==> config.mk <==
export PLATFORM = sky130hd
export DESIGN_NAME = nmt_slave_with_heartbeat
export DESIGN_NICKNAME = d
export VERILOG_FILES = /design/src/rtl/nsh_pkg.sv /design/src/rtl/nsh_useq.sv /design/src/rtl/nsh_rem.sv /design/src/rtl/nmt_slave_with_heartbeat.sv
export SDC_FILE = /design/constraint.sdc
export NUM_CORES = 1
export LEC_CHECK = 0
export BUFFER_PORTS_ARGS = -buffer_cell sky130_fd_sc_hd__buf_2
export CAP_MARGIN = 20
export CORE_MARGIN = 8
export CORE_UTILIZATION = 57
export CTS_CLUSTER_DIAMETER = 50
export DETAILED_ROUTE_END_ITERATION = 7
export PLACE_DENSITY = 0.86
export SLEW_MARGIN = 10
export SYNTH_ARGS = -nofsm -noshare
export SYNTH_HDL_FRONTEND = slang
export SYNTH_SLANG_ARGS = --single-unit
==> constraint.sdc <==
create_clock -name clk -period 6.8 [get_ports clk]
set_input_delay 0 -clock clk [delete_from_list [all_inputs] [get_ports clk]]
set_output_delay 0 -clock clk [all_outputs]
set_load 0.005 [all_outputs]
==> src/rtl/nsh_pkg.sv <==
`timescale 1ns / 1ps
`default_nettype none

package nsh_pkg;

  // period in microseconds: 65535 * 1000 fits in 26 bits
  localparam int PW = 26;
  localparam logic [PW-1:0] MS_TO_US = PW'(1000);

  localparam logic [6:0] HB_BOOT        = 7'd0;
  localparam logic [6:0] HB_STOPPED     = 7'd4;
  localparam logic [6:0] HB_OPERATIONAL = 7'd5;
  localparam logic [6:0] HB_PREOP       = 7'd127;
  localparam logic [3:0] HB_ID_HI       = 4'hE;

  localparam logic [10:0] NMT_ID  = 11'h000;
  localparam logic [10:0] SYNC_ID = 11'h080;
  localparam logic [7:0]  NMT_BROADCAST = 8'd0;

  localparam logic [7:0] CS_START    = 8'd1;
  localparam logic [7:0] CS_STOP     = 8'd2;
  localparam logic [7:0] CS_PREOP    = 8'd128;
  localparam logic [7:0] CS_RST_NODE = 8'd129;
  localparam logic [7:0] CS_RST_COMM = 8'd130;

  localparam logic [1:0] CMD_START = 2'd0;
  localparam logic [1:0] CMD_FRAME = 2'd1;
  localparam logic [1:0] CMD_TICK  = 2'd2;

  localparam logic [1:0] ROUTE_IGNORED = 2'd0;
  localparam logic [1:0] ROUTE_NMT     = 2'd1;
  localparam logic [1:0] ROUTE_SYNC    = 2'd2;
  localparam logic [1:0] ROUTE_PASS    = 2'd3;

  localparam logic [1:0] CFG_NODE_ADDRESS = 2'd0;
  localparam logic [1:0] CFG_HB_PERIOD    = 2'd1;
  localparam logic [1:0] CFG_DICT_READY   = 2'd2;

  // micro-ops
  localparam logic [3:0] OP_NOP      = 4'd0;
  localparam logic [3:0] OP_LOAD     = 4'd1;
  localparam logic [3:0] OP_DECODE   = 4'd2;
  localparam logic [3:0] OP_BOOT     = 4'd3;
  localparam logic [3:0] OP_GO       = 4'd4;
  localparam logic [3:0] OP_CLR      = 4'd5;
  localparam logic [3:0] OP_ARM      = 4'd6;
  localparam logic [3:0] OP_DIV_INIT = 4'd7;
  localparam logic [3:0] OP_DIV_STEP = 4'd8;
  localparam logic [3:0] OP_SUB_REM  = 4'd9;
  localparam logic [3:0] OP_ADD_P    = 4'd10;
  localparam logic [3:0] OP_EMIT     = 4'd11;

  // jump conditions
  localparam logic [3:0] C_NEVER    = 4'd0;
  localparam logic [3:0] C_ALWAYS   = 4'd1;
  localparam logic [3:0] C_NO_INPUT = 4'd2;
  localparam logic [3:0] C_START_OK = 4'd3;
  localparam logic [3:0] C_NMT_ACT  = 4'd4;
  localparam logic [3:0] C_NMT_RST  = 4'd5;
  localparam logic [3:0] C_TICK_OFF = 4'd6;
  localparam logic [3:0] C_TICK_ARM = 4'd7;
  localparam logic [3:0] C_TICK_DUE = 4'd8;
  localparam logic [3:0] C_REM_MORE = 4'd9;
  localparam logic [3:0] C_OUT_FREE = 4'd10;

  localparam int UPC_W = 5;
  localparam logic [UPC_W-1:0] S_IDLE     = 5'd0;
  localparam logic [UPC_W-1:0] S_DECODE   = 5'd1;
  localparam logic [UPC_W-1:0] S_CHK_NMT  = 5'd2;
  localparam logic [UPC_W-1:0] S_CHK_RST  = 5'd3;
  localparam logic [UPC_W-1:0] S_CHK_OFF  = 5'd4;
  localparam logic [UPC_W-1:0] S_CHK_ARM  = 5'd5;
  localparam logic [UPC_W-1:0] S_CHK_DUE  = 5'd6;
  localparam logic [UPC_W-1:0] S_NONE     = 5'd7;
  localparam logic [UPC_W-1:0] S_BOOT     = 5'd8;
  localparam logic [UPC_W-1:0] S_GO       = 5'd9;
  localparam logic [UPC_W-1:0] S_CLR      = 5'd10;
  localparam logic [UPC_W-1:0] S_ARM      = 5'd11;
  localparam logic [UPC_W-1:0] S_DIV      = 5'd12;
  localparam logic [UPC_W-1:0] S_DIV_LOOP = 5'd13;
  localparam logic [UPC_W-1:0] S_SUB_REM  = 5'd14;
  localparam logic [UPC_W-1:0] S_ADD_P    = 5'd15;
  localparam logic [UPC_W-1:0] S_EMIT     = 5'd16;
  localparam logic [UPC_W-1:0] S_EMIT_WT  = 5'd17;

  typedef struct packed {
    logic [3:0]       op;
    logic [3:0]       cond;
    logic [UPC_W-1:0] tgt;
  } ucw_t;

  typedef struct packed {
    logic in_valid;
    logic start_ok;
    logic nmt_act;
    logic nmt_rst;
    logic tick_off;
    logic tick_arm;
    logic tick_due;
    logic rem_more;
    logic out_free;
  } cflags_t;

  typedef struct packed {
    logic start;
    logic step;
  } rem_ctl_t;

  function automatic ucw_t ucode(input logic [UPC_W-1:0] a);
    ucw_t w;
    unique case (a)
      S_IDLE:     w = '{OP_LOAD,     C_NO_INPUT, S_IDLE};
      S_DECODE:   w = '{OP_DECODE,   C_START_OK, S_BOOT};
      S_CHK_NMT:  w = '{OP_NOP,      C_NMT_ACT,  S_GO};
      S_CHK_RST:  w = '{OP_NOP,      C_NMT_RST,  S_BOOT};
      S_CHK_OFF:  w = '{OP_NOP,      C_TICK_OFF, S_CLR};
      S_CHK_ARM:  w = '{OP_NOP,      C_TICK_ARM, S_ARM};
      S_CHK_DUE:  w = '{OP_NOP,      C_TICK_DUE, S_DIV};
      S_NONE:     w = '{OP_NOP,      C_ALWAYS,   S_EMIT};
      S_BOOT:     w = '{OP_BOOT,     C_ALWAYS,   S_EMIT};
      S_GO:       w = '{OP_GO,       C_ALWAYS,   S_EMIT};
      S_CLR:      w = '{OP_CLR,      C_ALWAYS,   S_EMIT};
      S_ARM:      w = '{OP_ARM,      C_ALWAYS,   S_EMIT};
      S_DIV:      w = '{OP_DIV_INIT, C_NEVER,    S_IDLE};
      S_DIV_LOOP: w = '{OP_DIV_STEP, C_REM_MORE, S_DIV_LOOP};
      S_SUB_REM:  w = '{OP_SUB_REM,  C_NEVER,    S_IDLE};
      S_ADD_P:    w = '{OP_ADD_P,    C_ALWAYS,   S_EMIT};
      S_EMIT:     w = '{OP_EMIT,     C_OUT_FREE, S_IDLE};
      S_EMIT_WT:  w = '{OP_NOP,      C_ALWAYS,   S_EMIT};
      default:    w = '{OP_NOP,      C_ALWAYS,   S_IDLE};
    endcase
    return w;
  endfunction

endpackage

`default_nettype wire

==> src/rtl/nsh_useq.sv <==
`timescale 1ns / 1ps
`default_nettype none

module nsh_useq
  import nsh_pkg::*;
(
  input  wire logic       clk,
  input  wire logic       rst_n,
  input  wire cflags_t    flags,
  output logic [3:0]      op,
  output logic            idle
);

  logic [UPC_W-1:0] upc_r;
  logic [UPC_W-1:0] upc_nxt;
  ucw_t             cw;
  logic             take;

  assign cw   = ucode(upc_r);
  assign op   = cw.op;
  assign idle = (upc_r == S_IDLE);

  always_comb begin
    unique case (cw.cond)
      C_NEVER:    take = 1'b0;
      C_ALWAYS:   take = 1'b1;
      C_NO_INPUT: take = !flags.in_valid;
      C_START_OK: take = flags.start_ok;
      C_NMT_ACT:  take = flags.nmt_act;
      C_NMT_RST:  take = flags.nmt_rst;
      C_TICK_OFF: take = flags.tick_off;
      C_TICK_ARM: take = flags.tick_arm;
      C_TICK_DUE: take = flags.tick_due;
      C_REM_MORE: take = flags.rem_more;
      C_OUT_FREE: take = flags.out_free;
      default:    take = 1'b0;
    endcase
    upc_nxt = take ? cw.tgt : upc_r + UPC_W'(1);
  end

  always_ff @(posedge clk) begin
    if (!rst_n) begin
      upc_r <= S_IDLE;
    end else begin
      upc_r <= upc_nxt;
    end
  end

endmodule

`default_nettype wire

==> src/rtl/nsh_rem.sv <==
`timescale 1ns / 1ps
`default_nettype none

module nsh_rem
  import nsh_pkg::*;
#(
  parameter int TIME_BITS = 48
)(
  input  wire logic                 clk,
  input  wire logic                 rst_n,
  input  wire rem_ctl_t             ctl,
  input  wire logic [TIME_BITS-1:0] dividend,
  input  wire logic [PW-1:0]        divisor,
  output logic [PW-1:0]             rem,
  output logic                      more
);

  localparam int CW = $clog2(TIME_BITS + 1);

  logic [CW-1:0]        cnt_r, cnt_nxt;
  logic [TIME_BITS-1:0] dsh_r, dsh_nxt;
  logic [PW-1:0]        rem_r, rem_nxt;
  logic [PW:0]          trial;
  logic [PW:0]          diff;

  assign trial = {rem_r, dsh_r[TIME_BITS-1]};
  assign diff  = trial - {1'b0, divisor};
  assign rem   = rem_r;
  assign more  = (cnt_r != CW'(1));

  // restoring division, one quotient bit per beat while ctl.step is high; only the remainder is kept
  always_comb begin
    cnt_nxt = cnt_r;
    dsh_nxt = dsh_r;
    rem_nxt = rem_r;
    if (ctl.start) begin
      cnt_nxt = CW'(TIME_BITS);
      dsh_nxt = dividend;
      rem_nxt = '0;
    end else if (ctl.step) begin
      cnt_nxt = cnt_r - CW'(1);
      dsh_nxt = {dsh_r[TIME_BITS-2:0], 1'b0};
      rem_nxt = (trial >= {1'b0, divisor}) ? diff[PW-1:0] : trial[PW-1:0];
    end
  end

  always_ff @(posedge clk) begin
    if (!rst_n) begin
      cnt_r <= '0;
    end else begin
      cnt_r <= cnt_nxt;
    end
    dsh_r <= dsh_nxt;
    rem_r <= rem_nxt;
  end

endmodule

`default_nettype wire

==> src/rtl/nmt_slave_with_heartbeat.sv <==
`timescale 1ns / 1ps
`default_nettype none

// channel  direction  handshake            payload
// in       to block   in_valid / in_stall  cmd, now_us, can_id, flags, size, two bytes
// out      from block out_valid / out_stall ok, route, heartbeat valid/id/code, state
// cfg      to block   cfg_we               cfg_index, cfg_data
//
// Per item: load, decode (a valid start goes to boot), then checks for NMT state
// change, NMT reset, heartbeats off, arming, due heartbeat; then action and emit. A due
// heartbeat runs the remainder unit (one bit a beat). One microcode step per cycle.
// in_stall is low only at the idle step. A result waits in the output register while
// the next item runs; if that register is still full, emit retries via a wait step.
// Reset is synchronous: node 1, heartbeats off, dictionary not ready, node not started.

module nmt_slave_with_heartbeat
  import nsh_pkg::*;
#(
  parameter int TIME_BITS = 48
)(
  input  wire logic                 clk,
  input  wire logic                 rst_n,
  input  wire logic                 cfg_we,
  input  wire logic [1:0]           cfg_index,
  input  wire logic [15:0]          cfg_data,
  input  wire logic                 in_valid,
  output logic                      in_stall,
  input  wire logic [1:0]           in_cmd,
  input  wire logic [TIME_BITS-1:0] in_now_us,
  input  wire logic [10:0]          in_can_id,
  input  wire logic                 in_is_extended,
  input  wire logic                 in_is_remote,
  input  wire logic                 in_is_fd,
  input  wire logic [6:0]           in_payload_size,
  input  wire logic [7:0]           in_first_byte,
  input  wire logic [7:0]           in_second_byte,
  output logic                      out_valid,
  input  wire logic                 out_stall,
  output logic                      out_ok,
  output logic [1:0]                out_route,
  output logic                      out_heartbeat_valid,
  output logic [10:0]               out_heartbeat_id,
  output logic [6:0]                out_heartbeat_code,
  output logic [6:0]                out_current_state
);

  logic [6:0]  node_r, node_nxt;
  logic [15:0] period_r, period_nxt;
  logic        ready_r, ready_nxt;
  logic [PW-1:0] p_us_r, p_us_nxt;

  logic [1:0]           cmd_r, cmd_nxt;
  logic [TIME_BITS-1:0] now_r, now_nxt;
  logic [10:0]          id_r, id_nxt;
  logic                 ext_r, ext_nxt;
  logic                 rtr_r, rtr_nxt;
  logic                 fd_r, fd_nxt;
  logic [6:0]           size_r, size_nxt;
  logic [7:0]           cs_r, cs_nxt;
  logic [7:0]           tgt_r, tgt_nxt;

  logic                 running_r, running_nxt;
  logic [6:0]           mode_r, mode_nxt;
  logic [TIME_BITS-1:0] next_r, next_nxt;

  logic       res_ok_r, res_ok_nxt;
  logic [1:0] res_route_r, res_route_nxt;
  logic       hb_v_r, hb_v_nxt;
  logic [6:0] hb_code_r, hb_code_nxt;

  logic        out_valid_r, out_valid_nxt;
  logic        out_ok_r, out_ok_nxt;
  logic [1:0]  out_route_r, out_route_nxt;
  logic        out_hbv_r, out_hbv_nxt;
  logic [10:0] out_hbid_r, out_hbid_nxt;
  logic [6:0]  out_hbc_r, out_hbc_nxt;
  logic [6:0]  out_st_r, out_st_nxt;

  logic [3:0] op;
  logic       idle;
  cflags_t    flags;
  rem_ctl_t   rem_ctl;
  logic [PW-1:0] rem;
  logic          rem_more;

  logic rx_ok, is_nmt, is_sync, for_me, start_ok, tick;
  logic go_known;
  logic [6:0] go_mode;
  logic [TIME_BITS-1:0] p_ext, sched;
  logic out_free;

  assign p_ext    = TIME_BITS'(p_us_r);
  assign sched    = (period_r == 16'd0) ? '0 : now_r + p_ext;
  assign out_free = !out_valid_r || !out_stall;

  assign rx_ok    = (cmd_r == CMD_FRAME) && running_r && !ext_r && !rtr_r;
  assign is_nmt   = rx_ok && (id_r == NMT_ID) && !fd_r && (size_r == 7'd2);
  assign is_sync  = rx_ok && !is_nmt && (id_r == SYNC_ID) && !fd_r && (size_r <= 7'd1);
  assign for_me   = (tgt_r == NMT_BROADCAST) || (tgt_r == {1'b0, node_r});
  assign start_ok = (cmd_r == CMD_START) && !running_r && (node_r != 7'd0) && ready_r;
  assign tick     = (cmd_r == CMD_TICK) && running_r;

  always_comb begin
    unique case (cs_r)
      CS_START: begin
        go_known = 1'b1;
        go_mode  = HB_OPERATIONAL;
      end
      CS_STOP: begin
        go_known = 1'b1;
        go_mode  = HB_STOPPED;
      end
      CS_PREOP: begin
        go_known = 1'b1;
        go_mode  = HB_PREOP;
      end
      default: begin
        go_known = 1'b0;
        go_mode  = HB_PREOP;
      end
    endcase
  end

  always_comb begin
    flags.in_valid = in_valid;
    flags.start_ok = start_ok;
    flags.nmt_act  = is_nmt && for_me && go_known;
    flags.nmt_rst  = is_nmt && for_me && ((cs_r == CS_RST_NODE) || (cs_r == CS_RST_COMM));
    flags.tick_off = tick && (period_r == 16'd0);
    flags.tick_arm = tick && (period_r != 16'd0) && (next_r == '0);
    flags.tick_due = tick && (period_r != 16'd0) && (next_r != '0) && (now_r >= next_r);
    flags.rem_more = rem_more;
    flags.out_free = out_free;
    rem_ctl.start  = (op == OP_DIV_INIT);
    rem_ctl.step   = (op == OP_DIV_STEP);
  end

  nsh_useq u_seq (
    .clk   (clk),
    .rst_n (rst_n),
    .flags (flags),
    .op    (op),
    .idle  (idle)
  );

  nsh_rem #(
    .TIME_BITS (TIME_BITS)
  ) u_rem (
    .clk      (clk),
    .rst_n    (rst_n),
    .ctl      (rem_ctl),
    .dividend (now_r - next_r),
    .divisor  (p_us_r),
    .rem      (rem),
    .more     (rem_more)
  );

  assign in_stall = !idle;

  always_comb begin
    node_nxt      = node_r;
    period_nxt    = period_r;
    ready_nxt     = ready_r;
    p_us_nxt      = PW'(period_r) * MS_TO_US;
    cmd_nxt       = cmd_r;
    now_nxt       = now_r;
    id_nxt        = id_r;
    ext_nxt       = ext_r;
    rtr_nxt       = rtr_r;
    fd_nxt        = fd_r;
    size_nxt      = size_r;
    cs_nxt        = cs_r;
    tgt_nxt       = tgt_r;
    running_nxt   = running_r;
    mode_nxt      = mode_r;
    next_nxt      = next_r;
    res_ok_nxt    = res_ok_r;
    res_route_nxt = res_route_r;
    hb_v_nxt      = hb_v_r;
    hb_code_nxt   = hb_code_r;
    out_valid_nxt = out_valid_r && out_stall;
    out_ok_nxt    = out_ok_r;
    out_route_nxt = out_route_r;
    out_hbv_nxt   = out_hbv_r;
    out_hbid_nxt  = out_hbid_r;
    out_hbc_nxt   = out_hbc_r;
    out_st_nxt    = out_st_r;

    if (cfg_we) begin
      unique case (cfg_index)
        CFG_NODE_ADDRESS: node_nxt   = cfg_data[6:0];
        CFG_HB_PERIOD:    period_nxt = cfg_data;
        CFG_DICT_READY:   ready_nxt  = cfg_data[0];
        default: ;
      endcase
    end

    unique case (op)
      OP_LOAD: begin
        if (in_valid) begin
          cmd_nxt  = in_cmd;
          now_nxt  = in_now_us;
          id_nxt   = in_can_id;
          ext_nxt  = in_is_extended;
          rtr_nxt  = in_is_remote;
          fd_nxt   = in_is_fd;
          size_nxt = in_payload_size;
          cs_nxt   = in_first_byte;
          tgt_nxt  = in_second_byte;
        end
      end
      OP_DECODE: begin
        res_ok_nxt    = start_ok || is_nmt || is_sync;
        res_route_nxt = !rx_ok  ? ROUTE_IGNORED :
                        is_nmt  ? ROUTE_NMT :
                        is_sync ? ROUTE_SYNC : ROUTE_PASS;
        hb_v_nxt      = 1'b0;
        hb_code_nxt   = HB_BOOT;
      end
      OP_BOOT: begin
        running_nxt = 1'b1;
        mode_nxt    = HB_PREOP;
        hb_v_nxt    = 1'b1;
        hb_code_nxt = HB_BOOT;
        next_nxt    = sched;
      end
      OP_GO: begin
        mode_nxt    = go_mode;
        hb_v_nxt    = 1'b1;
        hb_code_nxt = go_mode;
        next_nxt    = sched;
      end
      OP_CLR:      next_nxt = '0;
      OP_ARM:      next_nxt = now_r + p_ext;
      OP_DIV_INIT: begin
        hb_v_nxt    = 1'b1;
        hb_code_nxt = mode_r;
      end
      // new deadline = now - ((now - next) mod p) + p
      OP_SUB_REM:  next_nxt = now_r - TIME_BITS'(rem);
      OP_ADD_P:    next_nxt = next_r + p_ext;
      OP_EMIT: begin
        if (out_free) begin
          out_valid_nxt = 1'b1;
          out_ok_nxt    = res_ok_r;
          out_route_nxt = res_route_r;
          out_hbv_nxt   = hb_v_r;
          out_hbid_nxt  = hb_v_r ? {HB_ID_HI, node_r} : 11'd0;
          out_hbc_nxt   = hb_code_r;
          out_st_nxt    = mode_r;
        end
      end
      default: ;
    endcase
  end

  always_ff @(posedge clk) begin
    if (!rst_n) begin
      node_r      <= 7'd1;
      period_r    <= 16'd0;
      ready_r     <= 1'b0;
      p_us_r      <= '0;
      running_r   <= 1'b0;
      mode_r      <= HB_BOOT;
      next_r      <= '0;
      out_valid_r <= 1'b0;
    end else begin
      node_r      <= node_nxt;
      period_r    <= period_nxt;
      ready_r     <= ready_nxt;
      p_us_r      <= p_us_nxt;
      running_r   <= running_nxt;
      mode_r      <= mode_nxt;
      next_r      <= next_nxt;
      out_valid_r <= out_valid_nxt;
    end
    cmd_r       <= cmd_nxt;
    now_r       <= now_nxt;
    id_r        <= id_nxt;
    ext_r       <= ext_nxt;
    rtr_r       <= rtr_nxt;
    fd_r        <= fd_nxt;
    size_r      <= size_nxt;
    cs_r        <= cs_nxt;
    tgt_r       <= tgt_nxt;
    res_ok_r    <= res_ok_nxt;
    res_route_r <= res_route_nxt;
    hb_v_r      <= hb_v_nxt;
    hb_code_r   <= hb_code_nxt;
    out_ok_r    <= out_ok_nxt;
    out_route_r <= out_route_nxt;
    out_hbv_r   <= out_hbv_nxt;
    out_hbid_r  <= out_hbid_nxt;
    out_hbc_r   <= out_hbc_nxt;
    out_st_r    <= out_st_nxt;
  end

  assign out_valid           = out_valid_r;
  assign out_ok              = out_ok_r;
  assign out_route           = out_route_r;
  assign out_heartbeat_valid = out_hbv_r;
  assign out_heartbeat_id    = out_hbid_r;
  assign out_heartbeat_code  = out_hbc_r;
  assign out_current_state   = out_st_r;

  a_stopped_is_boot: assert property (@(posedge clk) disable iff (!rst_n)
    !running_r |-> (mode_r == HB_BOOT))
    else $error("mode left boot while node not running");

  a_running_sticks: assert property (@(posedge clk) disable iff (!rst_n)
    running_r |=> running_r)
    else $error("node dropped out of running");

  a_hb_id_base: assert property (@(posedge clk) disable iff (!rst_n)
    (out_valid_r && out_hbv_r) |-> (out_hbid_r[10:7] == HB_ID_HI))
    else $error("heartbeat id outside 0x700 range");

  a_no_hb_zero: assert property (@(posedge clk) disable iff (!rst_n)
    (out_valid_r && !out_hbv_r) |-> ((out_hbid_r == 11'd0) && (out_hbc_r == HB_BOOT)))
    else $error("heartbeat fields set without heartbeat");

endmodule

`default_nettype wire

After elaboration in Yosys (flattened, before gate mapping):

Memories as Yosys holds them, arrays and structs flattened. A register that Yosys moved wholly into a read port is not among the register bits.
Index checks and enable logic that the tools add are counted.

* $add $sub $neg: 7
* multipliers: 1
* order comparisons: 3
* equal/unequal tests: 34
* mux-type cells: 20
* bitwise gates (word level): 2
* reduce and logical (&&, ||, !) cells: 63

Operator list (number)
* 48-bit one-hot mux with 5 select lines: 1
* 48-bit 2-to-1 mux: 3
* 48-bit by 26-bit adder with 48-bit output: 2
* 48-bit greater-or-equal comparator: 1
* 48-bit zero test: 1
* 48-bit nonzero test: 1
* 48-bit by 26-bit subtractor with 48-bit output: 1
* 48-bit subtractor: 1
* 4-bit by 3-bit equality test with 1-bit output, second input constant: 8
* 4-bit equality test, second input constant: 7
* 7-bit one-hot mux with 2 select lines: 2
* 27-bit by 26-bit greater-or-equal comparator with 1-bit output: 1
* 26-bit 2-to-1 mux: 1
* 26-bit subtractor: 1
* 8-bit equality test, second input constant: 3
* 1-bit logical AND: 23
* 16-bit by 7-bit multiplier with 23-bit output, second input constant: 1
* 7-bit one-hot mux with 3 select lines: 1
* 4-bit by 2-bit equality test with 1-bit output, second input constant: 4
* 16-bit zero test: 1
* 16-bit nonzero test: 1
* 6-bit 2-to-1 mux: 2
* 11-bit by 8-bit equality test with 1-bit output, second input constant: 1
* 11-bit zero test: 1
* 29 further kinds: 61

* register bits after elaboration: 319
* bits in read-only memories: 416
* input bits: 110
* output and inout bits: 31
* logic and storage cells: 166
* memories: 1

Memories
* (no name shown): words 32, bits a word 13, read ports 1, clocked after Yosys merged registers in 1, wr ports 0, RTL line nsh_pkg.sv:111 `unique case (a)`

Depth between registers and ports, before layout:

* depth after elaboration: 14
* gate-level depth with buffers: 18
* mapped depth without buffers: 18

Modules after synthesis:

A second synthesis with hierarchy kept.

* cell total of the unflattened synthesis: 2674
* area, all modules: 24156.9 um^2

By module, submodules not included
* nmt_slave_with_heartbeat: instances 1, cells an instance 2068, area each 18094.9 um^2, sequential area each 5335.1 um^2
* nsh_rem: instances 1, cells an instance 491, area each 4986.0 um^2, sequential area each 2082.0 um^2
* nsh_useq: instances 1, cells an instance 115, area each 1076.0 um^2, sequential area each 360.3 um^2

Worst setup path after synthesis:

No wires, ideal clock.

* path kind: reg2reg
* start point: register, netlist name u_seq.cw[9]
* end point: register cmd_r[0] (enable)
* setup time: 639 ps
* arrival time: 6786 ps
* data required time: 6161 ps
* slack: -625 ps
* stages on the path, launching flop included: 5
* path buffers: 1
* period minus slack after synthesis: 7425 ps
* cell sequence: dfxtp_1 > buf_1 > nor2b_1 > nand2_1 > nor3_1

* cells in the longest elaborated chain, start to end: 2

Ends and longest elaborated chain
* 4-bit by 1-bit equality test with 1-bit output: RTL line nmt_slave_with_heartbeat.sv:198 `unique case (op)`
* 2-bit AND reduction (no source line)
* end signal: assignment: RTL line nmt_slave_with_heartbeat.sv:277 `cmd_r <= cmd_nxt;`
* end: declaration: RTL line nmt_slave_with_heartbeat.sv:52 `logic [1:0] cmd_r, cmd_nxt;`

No other way between the ends.
A chain may end at the register's enable or synchronous reset.

Final worst setup path:

* start point: register period_r[7]
* end point: register p_us_r[25]

* cells in the longest elaborated chain, start to end: 1

Ends and longest elaborated chain
* start: declaration: RTL line nmt_slave_with_heartbeat.sv:48 `logic [15:0] period_r, period_nxt;`
* start signal: assignment: RTL line nmt_slave_with_heartbeat.sv:269 `period_r <= period_nxt;`
* 16-bit by 7-bit multiplier with 23-bit output: RTL line nmt_slave_with_heartbeat.sv:164 `p_us_nxt = PW'(period_r) * MS_TO_US;`
* end signal: assignment: RTL line nmt_slave_with_heartbeat.sv:271 `p_us_r <= p_us_nxt;`
* end: declaration: RTL line nmt_slave_with_heartbeat.sv:50 `logic [PW-1:0] p_us_r, p_us_nxt;`

No other way between the ends.

==> impl_metrics.json <==
{
  "status": "completed",
  "nets": 3199,
  "routed_wl_um": 72100,
  "grt_pass1_wl_um": 112000,
  "avgViaCountPerCell": 6.29,
  "netlist_instances": 2605,
  "synth_largest_area_cell": "edfxtp_1",
  "synth_most_common_cell": "nand2_1",
  "drv_slew": 0,
  "netlist_area_um2": 23200,
  "maxSlewHeadroom_pct": 25.0,
  "num_vias": 21300,
  "start_kind": "flop",
  "final_area_um2": 27000,
  "die-area_um2": 47500,
  "use_met1_pct": 36.6,
  "hold_violations": 0,
  "post_drt_wl_per_cell_um": 21.3,
  "worstMarginPinSlew_ns": 1.12,
  "met2_usage_pct": 48.2,
  "tns_ns": 0,
  "die_y_um": 218,
  "met3_usage_pct": 6.27,
  "cp_max_fo": 8,
  "grt_max_degree": 96,
  "p_per_area_nw_per_um2": 347,
  "drc": 0,
  "cts_tree": "built",
  "synth_nets": 2987,
  "cts_buffer_depth": 3,
  "ir_worst_vdd_uv": 243,
  "hold_path_class": "primary input to flop",
  "gp_congestion": 0.976,
  "placed_area_um2": 24300,
  "core-area_um2": 40600,
  "synthTopCellsByArea": "edfxtp_1 (21%), dfxtp_1 (13%), ha_1 (11%), fa_1 (5.1%), a21oi_1 (4.6%)",
  "clock.fmax_mhz": 195,
  "grt_setup_unrepaired": "false",
  "antenna_found_initial": 0,
  "clk_pin_slew_ns": 0.07,
  "dp_hpwl_um": 50500,
  "synth.distinct_cells": 89,
  "cp.arrival_ns": 5.56,
  "dpl_worst_slack_ns": 1.83,
  "port-buffer-count": 139,
  "syn_to_final_growth_pct": 16.1,
  "maxCapViolCount": 0,
  "layout_worst_path_cycle_share_pct": 75.4,
  "p_leak_nw": 11.4,
  "cts_sinks": 309,
  "final_util_pct": 66.5,
  "clockRootBuffer": "clkbuf_16",
  "die_w_um": 218,
  "htreeDepth": 2,
  "start_util_pct": 57.3,
  "clock_skew_ns": 0.0224,
  "endpoint_kind": "flop",
  "drt_iter0_drc": 2290,
  "path_class": "flop to flop",
  "synth_top_cells_by_count": "nand2_1 (252), a21oi_1 (215), ha_1 (213), inv_1 (180), nor2_1 (172)",
  "n_antenna_cell": 0,
  "required_ns": 7.23,
  "top_usage_layer": "met2",
  "avgSynthCellArea_um2": 8.91,
  "synth_edf_count": 159,
  "ys.flop_type": "edfxtp_1",
  "synth_seq_cells": 309,
  "numCtsBuffers": 43,
  "ys_warn_count": 0,
  "synth_seq_area_share_pct": 33.5,
  "overflow": 0,
  "synth_top_area_share_pct": 20.6,
  "ios": 141,
  "setup_viol": 0,
  "post-cts-setup-buffers": 0,
  "firstDrtPassIters": 6,
  "grt_pass1_vias": 21100,
  "track_usage_pct": 29.5,
  "fin_ws_ns": 1.67,
  "clock_latency_ns": 0.60,
  "async_flop_share_pct": 0,
  "hold_slack_ns": 0.0992,
  "layout-drive-gt1-share_pct": 9.57,
  "detail-route-antenna-nets": 0,
  "post-route-min-period_ns": 5.13,
  "row_count": 74
}
[critical path, stage by stage (launching register included)]
cell       delay (ns)
dfxtp_1          0.63
fa_1             0.51
fa_1             0.53
fa_1             0.60
fa_1             0.45
ha_1             0.39
a21o_1           0.19
a21o_1           0.17
a21o_1           0.20
o41ai_1          0.65
o2111ai_1        0.21
a21oi_1          0.23
xnor2_1          0.14
nor2_1           0.05
[placed cells by master (no fill, tap or decap), types with 49 or more instances in the layout]
cell / count
dlygate4sd3_1: 112
fa_1: 59
edfxtp_1: 159
inv_1: 179
o21ai_0: 150
xnor2_1: 103
a21oi_1: 213
ha_1: 213
a21o_1: 95
nand2_1: 252
nand3_1: 49
buf_2: 139
dfxtp_1: 150
xor2_1: 76
nor2_1: 171
[through the flow]
step | instances | power [mW]
2_1_floorplan | 2605 | 5.76
3_3_place_gp | 3191 | 6.67
3_5_place_dp | 3191 | 6.81
4_1_cts | 3383 | 9.21
5_1_grt | 3384 | 9.87
6_report | 3384 | 9.35
[cells by family (layout without fill, tap and decap cells)]
group | count (synthesis) | count (layout) | share of synthesized area, %
and+or+nand+nor | 787 | 787 | 16.6
muxes | 17 | 17 | 0.781
buffers and inverters | 283 | 530 | 4.78
DFF | 309 | 309 | 33.5
AOI/OAI and AO/OA | 757 | 757 | 21.0
adders and majority gates | 272 | 272 | 16.6
xor gates and xnor gates | 179 | 179 | 6.75
other | 1 | 1 | 0.0161
[sequential cells by signal (all words and copies together), names as in the netlist, 2 cells and up]
register,count
tgt_r,8
p_us_r,23
out_current_state,3
u_seq.cw,13
out_heartbeat_code,3
hb_code_r,3
node_r,7
size_r,7
u_seq.upc_r,5
u_rem.rem,26
out_heartbeat_id,8
next_r,48
res_route_r,2
mode_r,3
u_rem.cnt_r,6
id_r,11
period_r,16
u_rem.dsh_r,48
cs_r,8
now_r,48
out_route,2
cmd_r,2
[cell type report]
type / instances / area, um2
Inverter: 182 / 683
Sequential cell: 309 / 7780
Tap cell: 532 / 666
Timing Repair Buffer: 268 / 1950
Multi-Input combinational cell: 2013 / 14400
Fill cell: 3138 / 13600
Clock buffer: 49 / 1140
Clock inverter: 31 / 364
[layer usage]
layer | vias to the layer above | part of all wire (%) | wire (um)
li1 | 9932 | - | -
met1 | 9982 | 40 | 28600
met2 | 1105 | 46 | 33400
met3 | 263 | 9.1 | 6560
met4 | 0 | 4.9 | 3510
met5 | - | 0 | 0
[path summary, 6_finish.rpt]
kind,startpoint,end,slack (ns),cells past startpoint
worst max register to register,period_r[7],p_us_r[25],1.67,13
worst max-delay path,period_r[7],p_us_r[25],1.67,13
worst min register to register,hb_code_r[2],out_heartbeat_code[2],0.42,0
worst min-delay path,in_payload_size[5],size_r[5],0.1,2
[repair_timing]
action,CTS,global route
hold buffers,112,0
hold endpoints to repair,136,0
gates resized for setup,0,0
[power breakdown]
group | switching (mW) | internal [mW] | total (mW)
combinational | 2.52 | 1.71 | 4.23
clock | 0.974 | 1.37 | 2.34
sequential | 0.438 | 2.34 | 2.78
total | 3.93 | 5.42 | 9.35
(Power assumes the default switching activity.)
